$ cat src/hw/rtl/lkc_pkg.sv
// shared constants and types for the lru key cache
package lkc_pkg;

  localparam int MAX_ENTRIES = 16;
  localparam int KEY_BITS    = 16;
  localparam int SLOT_BITS   = 8;
  localparam int CAP_BITS    = 5;
  localparam int OCC_BITS    = 5;
  localparam int CNT_BITS    = $clog2(MAX_ENTRIES + 1);

  localparam logic [CAP_BITS-1:0] CAP_RESET = CAP_BITS'(MAX_ENTRIES);
  localparam logic [CAP_BITS-1:0] CAP_LIMIT = CAP_BITS'(MAX_ENTRIES);

  typedef logic [KEY_BITS-1:0]  key_t;
  typedef logic [SLOT_BITS-1:0] slot_t;
  typedef logic [CNT_BITS-1:0]  cnt_t;

  // one cache entry as it moves down the row
  typedef struct packed {
    key_t  key;
    slot_t slot;
  } entry_t;

  // per-cell position flags derived from the fill count
  typedef struct packed {
    logic occupied;
    logic is_tail;
  } cell_ctl_t;

  // values rippling along the row during one lookup
  typedef struct packed {
    logic  hit_above;
    slot_t hit_slot;
    key_t  tail_key;
  } link_t;

  // request-wide controls broadcast to every cell
  typedef struct packed {
    key_t lookup_key;
    logic hit;
    logic insert;
    logic accept;
  } req_ctl_t;

endpackage

$ cat src/hw/rtl/lkc_in_if.sv
// request channel: lookup key plus backing store info
interface lkc_in_if import lkc_pkg::*; ();
  logic  valid;
  logic  ready;
  key_t  lookup_key;
  logic  key_in_store;
  slot_t store_slot;

  modport source (output valid, lookup_key, key_in_store, store_slot, input ready);
  modport sink   (input valid, lookup_key, key_in_store, store_slot, output ready);
endinterface

$ cat src/hw/rtl/lkc_out_if.sv
// result channel: one beat per request
interface lkc_out_if import lkc_pkg::*; ();
  logic                valid;
  logic                ready;
  logic                hit;
  logic                found;
  slot_t               result_slot;
  logic                evicted;
  key_t                evicted_key;
  logic [OCC_BITS-1:0] occupancy;

  modport source (output valid, hit, found, result_slot, evicted, evicted_key, occupancy,
                  input ready);
  modport sink   (input valid, hit, found, result_slot, evicted, evicted_key, occupancy,
                  output ready);
endinterface

$ cat src/hw/rtl/lkc_cfg_if.sv
// capacity register write channel
interface lkc_cfg_if import lkc_pkg::*; ();
  logic                valid;
  logic                ready;
  logic [CAP_BITS-1:0] data;

  modport source (output valid, data, input ready);
  modport sink   (input valid, data, output ready);
endinterface

$ cat src/hw/rtl/lkc_cell.sv
// one entry cell of the recency-ordered row
module lkc_cell import lkc_pkg::*; (
  input  logic      clk,
  input  cell_ctl_t ctl,
  input  req_ctl_t  req,
  input  entry_t    prev_entry,
  input  link_t     link_in,
  output link_t     link_out,
  output entry_t    entry
);

  entry_t entry_r;
  entry_t entry_nxt;
  logic   match;
  logic   shift;

  // key compare against this entry
  assign match = ctl.occupied && (entry_r.key == req.lookup_key);

  // first-match priority, hit slot and tail key ripple down the row
  always_comb begin
    link_out.hit_above = link_in.hit_above | match;
    link_out.hit_slot  = (match && !link_in.hit_above) ? entry_r.slot : link_in.hit_slot;
    link_out.tail_key  = ctl.is_tail ? entry_r.key : link_in.tail_key;
  end

  // take the neighbor's entry on insert, or on a hit at or below this cell
  assign shift = req.accept && (req.insert || (req.hit && !link_in.hit_above));

  always_comb begin
    entry_nxt = entry_r;
    if (shift) begin
      entry_nxt = prev_entry;
    end
  end

  always_ff @(posedge clk) begin
    entry_r <= entry_nxt;
  end

  assign entry = entry_r;

endmodule

$ cat src/hw/rtl/lru_key_cache.sv
// lru key cache: recency-ordered row of entry cells with move-to-front
// result beat is registered, valid in the cycle after the request beat
// throughput: one request per cycle while the result beat is not stalled; the whole row compares and shifts together
// a stalled result holds the input until the result beat is taken
// reset: fill count cleared (cache empty), capacity set to 16, no result pending
// entry contents are not cleared; cells past the fill count are never matched
module lru_key_cache import lkc_pkg::*; (
  input  logic clk,
  input  logic rst_n,
  lkc_in_if.sink     in_ch,
  lkc_out_if.source  out_ch,
  lkc_cfg_if.sink    cfg_ch
);

  logic [CAP_BITS-1:0] cap_r;
  logic [CAP_BITS-1:0] cap_nxt;
  logic [CAP_BITS-1:0] cap_eff;
  cnt_t                cnt_r;
  cnt_t                cnt_nxt;

  logic                out_valid_r;
  logic                out_valid_nxt;
  logic                hit_r;
  logic                found_r;
  slot_t               rslot_r;
  logic                evicted_r;
  key_t                evkey_r;
  logic [OCC_BITS-1:0] occ_r;

  logic     accept;
  logic     hit;
  logic     insert;
  logic     evict;
  req_ctl_t req;
  entry_t   head_entry;

  link_t     links   [MAX_ENTRIES+1];
  entry_t    entries [MAX_ENTRIES];
  cell_ctl_t ctls    [MAX_ENTRIES];

  // configuration write, always ready
  assign cfg_ch.ready = 1'b1;

  always_comb begin
    cap_nxt = cap_r;
    if (cfg_ch.valid) begin
      cap_nxt = cfg_ch.data;
    end
  end

  assign cap_eff = (cap_r > CAP_LIMIT) ? CAP_LIMIT : cap_r;

  // input handshake, output register parts the two sides
  assign in_ch.ready = !out_valid_r || out_ch.ready;
  assign accept      = in_ch.valid && in_ch.ready;

  // start of the ripple chain; tail key defaults to the new key for an empty row
  assign links[0].hit_above = 1'b0;
  assign links[0].hit_slot  = '0;
  assign links[0].tail_key  = in_ch.lookup_key;

  assign hit    = links[MAX_ENTRIES].hit_above;
  assign insert = !hit && in_ch.key_in_store;
  assign evict  = insert && (({1'b0, cnt_r} + (CNT_BITS+1)'(1)) >
                             (CNT_BITS+1)'(cap_eff));

  always_comb begin
    req.lookup_key = in_ch.lookup_key;
    req.hit        = hit;
    req.insert     = insert;
    req.accept     = accept;
  end

  // front cell receives the hit entry or the new one
  always_comb begin
    head_entry.key  = in_ch.lookup_key;
    head_entry.slot = hit ? links[MAX_ENTRIES].hit_slot : in_ch.store_slot;
  end

  // row of entry cells
  for (genvar i = 0; i < MAX_ENTRIES; i++) begin : g_cell
    assign ctls[i].occupied = cnt_r > CNT_BITS'(i);
    assign ctls[i].is_tail  = cnt_r == CNT_BITS'(i + 1);

    lkc_cell u_cell (
      .clk        (clk),
      .ctl        (ctls[i]),
      .req        (req),
      .prev_entry ((i == 0) ? head_entry : entries[(i == 0) ? 0 : i - 1]),
      .link_in    (links[i]),
      .link_out   (links[i+1]),
      .entry      (entries[i])
    );
  end

  // fill count update
  always_comb begin
    cnt_nxt = cnt_r;
    if (accept && insert && !evict) begin
      cnt_nxt = cnt_r + CNT_BITS'(1);
    end
  end

  // result register control
  always_comb begin
    out_valid_nxt = out_valid_r;
    if (accept) begin
      out_valid_nxt = 1'b1;
    end else if (out_ch.ready) begin
      out_valid_nxt = 1'b0;
    end
  end

  always_ff @(posedge clk) begin
    if (!rst_n) begin
      cap_r       <= CAP_RESET;
      cnt_r       <= '0;
      out_valid_r <= 1'b0;
    end else begin
      cap_r       <= cap_nxt;
      cnt_r       <= cnt_nxt;
      out_valid_r <= out_valid_nxt;
    end
  end

  // result payload, loaded on each accepted request beat
  always_ff @(posedge clk) begin
    if (accept) begin
      hit_r     <= hit;
      found_r   <= hit || insert;
      rslot_r   <= hit ? links[MAX_ENTRIES].hit_slot :
                   (insert ? in_ch.store_slot : '0);
      evicted_r <= evict;
      evkey_r   <= evict ? links[MAX_ENTRIES].tail_key : '0;
      occ_r     <= OCC_BITS'(cnt_nxt);
    end
  end

  assign out_ch.valid       = out_valid_r;
  assign out_ch.hit         = hit_r;
  assign out_ch.found       = found_r;
  assign out_ch.result_slot = rslot_r;
  assign out_ch.evicted     = evicted_r;
  assign out_ch.evicted_key = evkey_r;
  assign out_ch.occupancy   = occ_r;

endmodule
$ cat src/flat_wrapper.sv
// flat-port wrapper written by rule: the top's interface ports become plain ports
module lru_key_cache_flat import lkc_pkg::*;
  (clk, rst_n, in_ch_valid, in_ch_lookup_key, in_ch_key_in_store, in_ch_store_slot, in_ch_ready, out_ch_valid, out_ch_hit, out_ch_found, out_ch_result_slot, out_ch_evicted, out_ch_evicted_key, out_ch_occupancy, out_ch_ready, cfg_ch_valid, cfg_ch_data, cfg_ch_ready);
  lkc_in_if in_ch_i ();
  lkc_out_if out_ch_i ();
  lkc_cfg_if cfg_ch_i ();
  input  logic clk;
  input  logic rst_n;
  input wire logic [$bits(in_ch_i.valid)-1:0] in_ch_valid;
  input wire logic [$bits(in_ch_i.lookup_key)-1:0] in_ch_lookup_key;
  input wire logic [$bits(in_ch_i.key_in_store)-1:0] in_ch_key_in_store;
  input wire logic [$bits(in_ch_i.store_slot)-1:0] in_ch_store_slot;
  output wire logic [$bits(in_ch_i.ready)-1:0] in_ch_ready;
  output wire logic [$bits(out_ch_i.valid)-1:0] out_ch_valid;
  output wire logic [$bits(out_ch_i.hit)-1:0] out_ch_hit;
  output wire logic [$bits(out_ch_i.found)-1:0] out_ch_found;
  output wire logic [$bits(out_ch_i.result_slot)-1:0] out_ch_result_slot;
  output wire logic [$bits(out_ch_i.evicted)-1:0] out_ch_evicted;
  output wire logic [$bits(out_ch_i.evicted_key)-1:0] out_ch_evicted_key;
  output wire logic [$bits(out_ch_i.occupancy)-1:0] out_ch_occupancy;
  input wire logic [$bits(out_ch_i.ready)-1:0] out_ch_ready;
  input wire logic [$bits(cfg_ch_i.valid)-1:0] cfg_ch_valid;
  input wire logic [$bits(cfg_ch_i.data)-1:0] cfg_ch_data;
  output wire logic [$bits(cfg_ch_i.ready)-1:0] cfg_ch_ready;
  assign in_ch_i.valid = in_ch_valid;
  assign in_ch_i.lookup_key = in_ch_lookup_key;
  assign in_ch_i.key_in_store = in_ch_key_in_store;
  assign in_ch_i.store_slot = in_ch_store_slot;
  assign in_ch_ready = in_ch_i.ready;
  assign out_ch_valid = out_ch_i.valid;
  assign out_ch_hit = out_ch_i.hit;
  assign out_ch_found = out_ch_i.found;
  assign out_ch_result_slot = out_ch_i.result_slot;
  assign out_ch_evicted = out_ch_i.evicted;
  assign out_ch_evicted_key = out_ch_i.evicted_key;
  assign out_ch_occupancy = out_ch_i.occupancy;
  assign out_ch_i.ready = out_ch_ready;
  assign cfg_ch_i.valid = cfg_ch_valid;
  assign cfg_ch_i.data = cfg_ch_data;
  assign cfg_ch_ready = cfg_ch_i.ready;
  lru_key_cache u_core (.clk(clk), .rst_n(rst_n), .in_ch(in_ch_i), .out_ch(out_ch_i), .cfg_ch(cfg_ch_i));
endmodule
$ cat config.mk
export PLATFORM = sky130hd
export DESIGN_NAME = lru_key_cache_flat
export DESIGN_NICKNAME = d
export VERILOG_FILES = /design/src/hw/rtl/lkc_pkg.sv /design/src/hw/rtl/lkc_in_if.sv /design/src/hw/rtl/lkc_out_if.sv /design/src/hw/rtl/lkc_cfg_if.sv /design/src/hw/rtl/lkc_cell.sv /design/src/hw/rtl/lru_key_cache.sv /design/src/flat_wrapper.sv
export SDC_FILE = /design/constraint.sdc
export NUM_CORES = 1
export LEC_CHECK = 0
export ABC_AREA = 1
export BUFFER_PORTS_ARGS = -buffer_cell sky130_fd_sc_hd__clkbuf_2
export CAP_MARGIN = 40
export CORE_UTILIZATION = 55
export DETAILED_ROUTE_END_ITERATION = 10
export GPL_TIMING_DRIVEN = 0
export PLACE_DENSITY = 0.72
export SYNTH_ARGS = -nofsm -noshare
export SYNTH_HDL_FRONTEND = slang
export SYNTH_SLANG_ARGS = --single-unit
$ cat constraint.sdc
create_clock -name clk -period 5.7 [get_ports clk]
set_clock_uncertainty 0.15 [all_clocks]
set_input_delay 0.285 -clock clk [delete_from_list [all_inputs] [get_ports clk]]
set_output_delay 0.285 -clock clk [all_outputs]
set_load 0.01 [all_outputs]
== After elaboration in Yosys (flattened, before gate mapping) ==
Index checks and enable logic that the tools add are counted.

* Muxes and demuxes: 39
* Bitwise gates (word level): 15
* Equal/unequal tests: 32
* Add/subtract/negate cells: 2
* Reductions and logical operators: 103
* Order comparisons: 18

{| class="wikitable"
|+ Operators by type and width
! cell !! number
|-
| $eq 16x16->1 || 16
|-
| $mux 16 || 16
|-
| $mux 8 || 19
|-
| $logic_and 1x1->1 || 67
|-
| $eq 5x4->1 const B || 8
|-
| $gt 5x4->1 const B || 8
|-
| $eq 5x3->1 const B || 4
|-
| $gt 5x3->1 const B || 4
|-
| $logic_not 1->1 || 18
|-
| $logic_or 1x1->1 || 17
|-
| $or 1x1->1 || 15
|-
| $eq 5x2->1 const B || 2
|-
| $gt 5x1->1 const B || 2
|-
| $gt 5x2->1 const B || 2
|-
| $mux 5 || 2
|-
| $add 5x1->6 const B || 1
|-
| $gt 6x5->1 || 1
|-
| $add 5x1->5 const B || 1
|-
| $eq 5x1->1 const B || 1
|-
| $eq 5x5->1 const B || 1
|-
| $gt 5x5->1 const B || 1
|-
| $mux 1 || 2
|-
| $reduce_bool 2->1 || 1
|}

* Output and inout port bits: 35
* Word-level logic and storage cells: 250
* Register bits: 427
* Bits of input ports: 35

== Longest topological paths before layout ==
* Depth after elaboration: 23
* Mapped depth: 25
* Mapped depth without buffers: 23

== Cells and area by module ==
A second synthesis with hierarchy kept.

* Cell total of the unflattened synthesis: 3297
* Area total of the unflattened synthesis: 26440.4 um^2

{| class="wikitable"
|+ By module, submodules not included
! module !! cells each !! area an instance (um^2) !! instances !! seq. area each (um^2)
|-
| lkc_cell || 189 || 1511.4 || 16 || 720.7
|-
| lru_key_cache || 273 || 2257.2 || 1 || 1181.1
|}

== Least setup slack after synthesis ==
No wires, ideal clock.

* Kind: in2reg
* Start point: input in_ch_lookup_key[3]
* End point: register u_core.g_cell[4].u_cell.entry_r (netlist bit u_core.g_cell[4].u_cell.entry[0]), enable pin
* Buffers on the path: 2
* Path slack: 1.168 ns
* Arrival: 3.947 ns
* Stages: 14
* Setup time: 0.435 ns
* Required time: 5.115 ns
* Cell sequence: buf_2 -> buf_2 -> or2_2 -> a21oi_1 -> nand4_1 -> nor3_2 -> nor2_2 -> nand4_2 -> nor2_2 -> nand4_2 -> nor2_4 -> nand2_2 -> nand2_2 -> nor3_1

* Word-level cells in the longest chain between the ends: 21
* Elaborated cells on any way between the ends: 53
* Those cells by class: 16 x eq/ne; 15 x bitwise; 22 x reduce/logical

{| class="wikitable"
|+ Ends and longest elaborated chain
! item !! RTL line !! RTL
|-
| start, declared || flat_wrapper.sv:10 || <nowiki>input wire logic [$bits(in_ch_i.lookup_key)-1:0] in_ch_lookup_key;</nowiki>
|-
| $eq 16x16->1 || lkc_cell.sv:18 || <nowiki>assign match = ctl.occupied && (entry_r.key == req.lookup_key);</nowiki>
|-
| $logic_and 1x1->1 || lkc_cell.sv:18 ||
|-
| $or 1x1->1 (15 in series) || lkc_cell.sv:22 || <nowiki>link_out.hit_above = link_in.hit_above | match;</nowiki>
|-
| $logic_not 1->1 || lru_key_cache.sv:63 || <nowiki>assign insert = !hit && in_ch.key_in_store;</nowiki>
|-
| $logic_and 1x1->1 || lru_key_cache.sv:63 ||
|-
| $logic_or 1x1->1 (*) || lkc_cell.sv:28 || <nowiki>assign shift = req.accept && (req.insert || (req.hit && !link_in.hit_above));</nowiki>
|-
| $logic_and 1x1->1 (*) || lkc_cell.sv:28 ||
|-
| via u_core.g_cell[4].u_cell.shift || lkc_cell.sv:15 || <nowiki>logic shift;</nowiki>
|-
| end signal, assigned || lkc_cell.sv:38 || <nowiki>entry_r <= entry_nxt;</nowiki>
|-
| end, declared || lkc_cell.sv:12 || <nowiki>entry_t entry_r;</nowiki>
|}

The timed path passes the listed nets; every way through them passes the cells marked *.
A chain may end at the register's enable or synchronous reset.

== Worst setup path in the final report ==
* Start point: register u_core.cnt_r[1]
* End point: register u_core.g_cell[13].u_cell.entry_r (netlist bit u_core.g_cell[13].u_cell.entry[13]), enable pin

* Word-level cells in the longest chain between the ends: 21
* Elaborated cells on any way between the ends: 53
* Those cells by class: 16 x order compare; 15 x bitwise; 22 x reduce/logical

{| class="wikitable"
|+ Ends and longest elaborated chain
! item !! RTL line !! RTL
|-
| start, declared || lru_key_cache.sv:18 || <nowiki>cnt_t cnt_r;</nowiki>
|-
| start signal, assigned || lru_key_cache.sv:121 || <nowiki>cnt_r <= cnt_nxt;</nowiki>
|-
| $gt 5x1->1 || lru_key_cache.sv:82 || <nowiki>assign ctls[i].occupied = cnt_r > CNT_BITS'(i);</nowiki>
|-
| $logic_and 1x1->1 || lkc_cell.sv:18 ||
|-
| $or 1x1->1 (15 in series) || lkc_cell.sv:22 ||
|-
| $logic_not 1->1 || lru_key_cache.sv:63 ||
|-
| $logic_and 1x1->1 || lru_key_cache.sv:63 ||
|-
| $logic_or 1x1->1 (*) || lkc_cell.sv:28 ||
|-
| $logic_and 1x1->1 (*) || lkc_cell.sv:28 ||
|-
| via u_core.g_cell[13].u_cell.shift || lkc_cell.sv:15 ||
|-
| end signal, assigned || lkc_cell.sv:38 ||
|-
| end, declared || lkc_cell.sv:12 ||
|}

Marks and branches as above.

==> impl_metrics.ini <==
[routing]
wire_per_inst_um = 18.3
vias = 17349
drc_errors = 0
ant_nets = 0
first_pass_iters = 5
drt_iter0_drc = 1349
routed_via_density = 5.40
routed_wl_um = 58900

[worst_setup_path]
rrSetupSlack_ns = 0.76
r2r_end = u_core.g_cell[13].u_cell.entry[13]$_DFFE_PP_
worst_ep_required_time_ns = 5.88
cp.arrival_ns = 5.12
criticalPathCategory = reg2reg
crit_fanout = 16
r2r_start = u_core.cnt_r[1]$_SDFF_PN0_
r2r_cells = 21
endpoint_kind = register
setup.worst_path.start_class = register

[clock_tree]
cts_buffers = 47
clock_path_buffers = 3
htree_levels = 2
clk_latency_ns = 0.59
clkSinkCount = 427
cts.clk_slew.worst_paths_ns = 0.07
root_buffer = clkbuf_16
cts_tree = done

[sta]
finalSetupViolations = 0
final-hold-violation-count = 0
rsz0062_at_grt = no
finalCritPeriodShare_pct = 86.7
slew_violations = 0
maxSlewHeadroom_pct = 50.4
tns_ns = 0
tightest_slew_ns = 0.737
hold_slack_ns = 0.271
fmax_mhz = 202
period_needed_ns = 4.94

[min_path]
hold_start = in_ch_lookup_key[8]
hold_path_end = u_core.g_cell[0].u_cell.entry[16]$_DFFE_PP_
hp-class = in2reg
hold_path_depth = 2

[synth]
synth_cell_types = 49
synth-edff-count = 416
yosysWarnings = 0
ys_ff_latch = 427
synth_area_sq_um = 22400
syn_inst = 2466
synth-main-ff-cell = edfxtp_1
async_flop_share_pct = 0
syn_nets = 2510
ys_seq_area_share_pct = 56.7
syn-mean-instance-area_sq_um = 9.08

[floorplanning]
dieArea_sq_um = 41500
io_pins = 70
die_h_um = 204
coreArea_sq_um = 39900
start_util_pct = 56.1
dieWidth_um = 204
rows = 73

[grt]
grt_usage_pct = 28.9
overflow = 0
grt_pass1_vias = 17350
grt_pass1_wl_um = 91400
grt_max_degree = 25
antenna_found_initial = 2

[finish]
insertedDiodeCount = 0
area_delta_synth_final_pct = 15.1
drive_above_1_share_pct = 12.3
stdcell_count = 3210
final_cell_mix = 654 x nand2_1, 416 x edfxtp_1, 274 x inv_1, 254 x nor2_1, 205 x nand3_1
final_common_cell = nand2_1
final.fill_count = 3171
finish.net_count = 2691

[placed_design]
port_buffers = 68
hpwl_um = 46100
placed_cells = 3080
place.gp.congestion = 0.955

[power_and_ir_drop]
internal_power_w = 0.00576
leakage_nw = 10.7
seq_power_share_pct = 47.3
combPwrFrac_pct = 13.3
swShare_pct = 26.3
power.share.clock_pct = 39.4
powerDensity_nw_per_um2 = 303
p_switching_w = 0.00205
max-vdd-ir-drop_mv = 0.216

[status]
outcome = finished, final reports clean

[run]
cap_violations = 0
## layout make-up
class                      count  area (sq um)  share of cell area (%)
inverter                     305          1150                    4.44
sequential                   427         12700                    49.3
multi-input combinational   1650          8170                    31.7
clock inverter                25           267                    1.03
clock buffer                  62          1270                    4.94
buffer                        84           427                    1.65
tap                          525           657                    2.55
timing repair buffer         132          1140                    4.42
## state kept, by name (all words and copies together), names as in the netlist
signal and cells:
u_core.cnt_r 5, u_core.out_ch.evicted 1, u_core.out_ch.valid 1, u_core.out_ch.occupancy 5, u_core.out_ch.found 1, u_core.cap_r 5
u_core.out_ch.evicted_key 16, u_core.g_cell.u_cell.entry 384, u_core.out_ch.hit 1, u_core.out_ch.result_slot 8
## repair_timing
action | 4_1_cts | 5_1_grt
hold buffers | 43 | 0
endpoints found under the setup margin | 0 | 0
buffers inserted | 0 | 0
hold endpoints to repair | 35 | 0
resized for setup | 0 | 0
## through the flow
stage / util (%) / cell area [sq um] / power (W) / setup WS [ns]
2_1_floorplan: - / 22400 / 0.00439 / 1.17
3_3_place_gp: 58.6 / 23400 / 0.00469 / -0.522
3_5_place_dp: 59.7 / 23800 / 0.00475 / 0.953
4_1_cts: 64.6 / 25800 / 0.00783 / 0.920
5_1_grt: 64.6 / 25800 / 0.00807 / 0.561
6_report: 64.6 / 25800 / 0.00781 / 0.759
## cell usage after synthesis, types with 2 or more instances
cell      instances  area share [%]
nand4_1          43             1.2
nand2_2           4            0.11
or2_2            47             1.3
nand2_1         654              11
buf_1             2           0.034
xor2_1           60             2.3
clkbuf_1         39            0.65
nor2_2            7            0.20
nand2_4           2            0.10
buf_4            18            0.60
inv_2            26            0.44
nor4_1           27            0.75
buf_2            23            0.51
nor2_1          265             4.4
buf_6             2            0.10
nand3_1         205             4.6
nand4_2           6            0.34
inv_1           274             4.6
nand3_2           4            0.18
edfxtp_1        416              56
nor2_4            5            0.25
o211ai_1          9            0.30
ha_1              9            0.50
dfxtp_1          11            0.98
nor3b_1           6            0.20
o21bai_1          2           0.067
xnor2_1          78             3.0
nor3_1           24            0.54
clkinv_1          4           0.067
nor3_2            3            0.13
a21oi_1          69             1.5
nand3b_1          5            0.17
nor4b_1           2           0.078
a21oi_2           9            0.35
o21ai_0          92             2.1
## logic make-up (layout without fill, tap and decap cells)
logic type	after synthesis	in the layout	share of synthesized area (%)
compound gates	188	188	4.58
xor+xnor	138	138	5.40
fa+ha+maj	9	9	0.503
buf+inv	389	608	7.02
flops	427	427	56.7
other cells	1	1	0.0167
simple gates	1314	1314	25.7
## worst max path at each step
stage / start / end / slack [ns] / cells past startpoint
floorplan: in_ch_lookup_key[3] / u_core.g_cell[4].u_cell.entry[0]$_DFFE_PP_ / 1.17 / 14
global placement: in_ch_lookup_key[7] / u_core.g_cell[4].u_cell.entry[10]$_DFFE_PP_ / -0.52 / 15
detailed placement: u_core.cnt_r[1]$_SDFF_PN0_ / u_core.g_cell[3].u_cell.entry[11]$_DFFE_PP_ / 0.95 / 21
CTS: u_core.cnt_r[1]$_SDFF_PN0_ / u_core.g_cell[13].u_cell.entry[13]$_DFFE_PP_ / 0.92 / 21
global route: u_core.cnt_r[1]$_SDFF_PN0_ / u_core.g_cell[13].u_cell.entry[9]$_DFFE_PP_ / 0.56 / 21
finish: u_core.cnt_r[1]$_SDFF_PN0_ / u_core.g_cell[13].u_cell.entry[13]$_DFFE_PP_ / 0.76 / 21
## power groups by stage
stage	Combinational (W)	Clock (W)	Sequential (W)
after CTS	0.00102	0.00311	0.00369
after detailed placement	0.000990	0	0.00376
after floorplan	0.000638	0	0.00375
after global routing	0.00115	0.00321	0.00371
final	0.00104	0.00308	0.00369
after global placement	0.000932	0	0.00375
## routing by layer
layer  global-route usage (%)  share of wire (%)
met2                     51.2                 50
met3                     3.81                6.3
met5                        0                  0
met4                     12.9                4.3
met1                     35.1                 40
## critical path: stages, from the launching register on
cell and delay [ns]:
dfxtp_1 0.38, inv_1 0.21, ha_1 0.39, nand2_1 0.11, nor2_2 0.28, nor2_1 0.07, nand2_1 0.11, nor2_1 0.10
nand3_2 0.12, nand3_2 0.16, nor2_4 0.26, nand4_2 0.19, nor2_2 0.22, nand4_2 0.17, nor2_2 0.25, nand4_2 0.23
nor2_4 0.26, nand2_2 0.19, nand2_2 0.24, buf_6 0.23, nor2_2 0.15, buf_16 0.19
No activity file was read; power rests on OpenSTA's default activity.
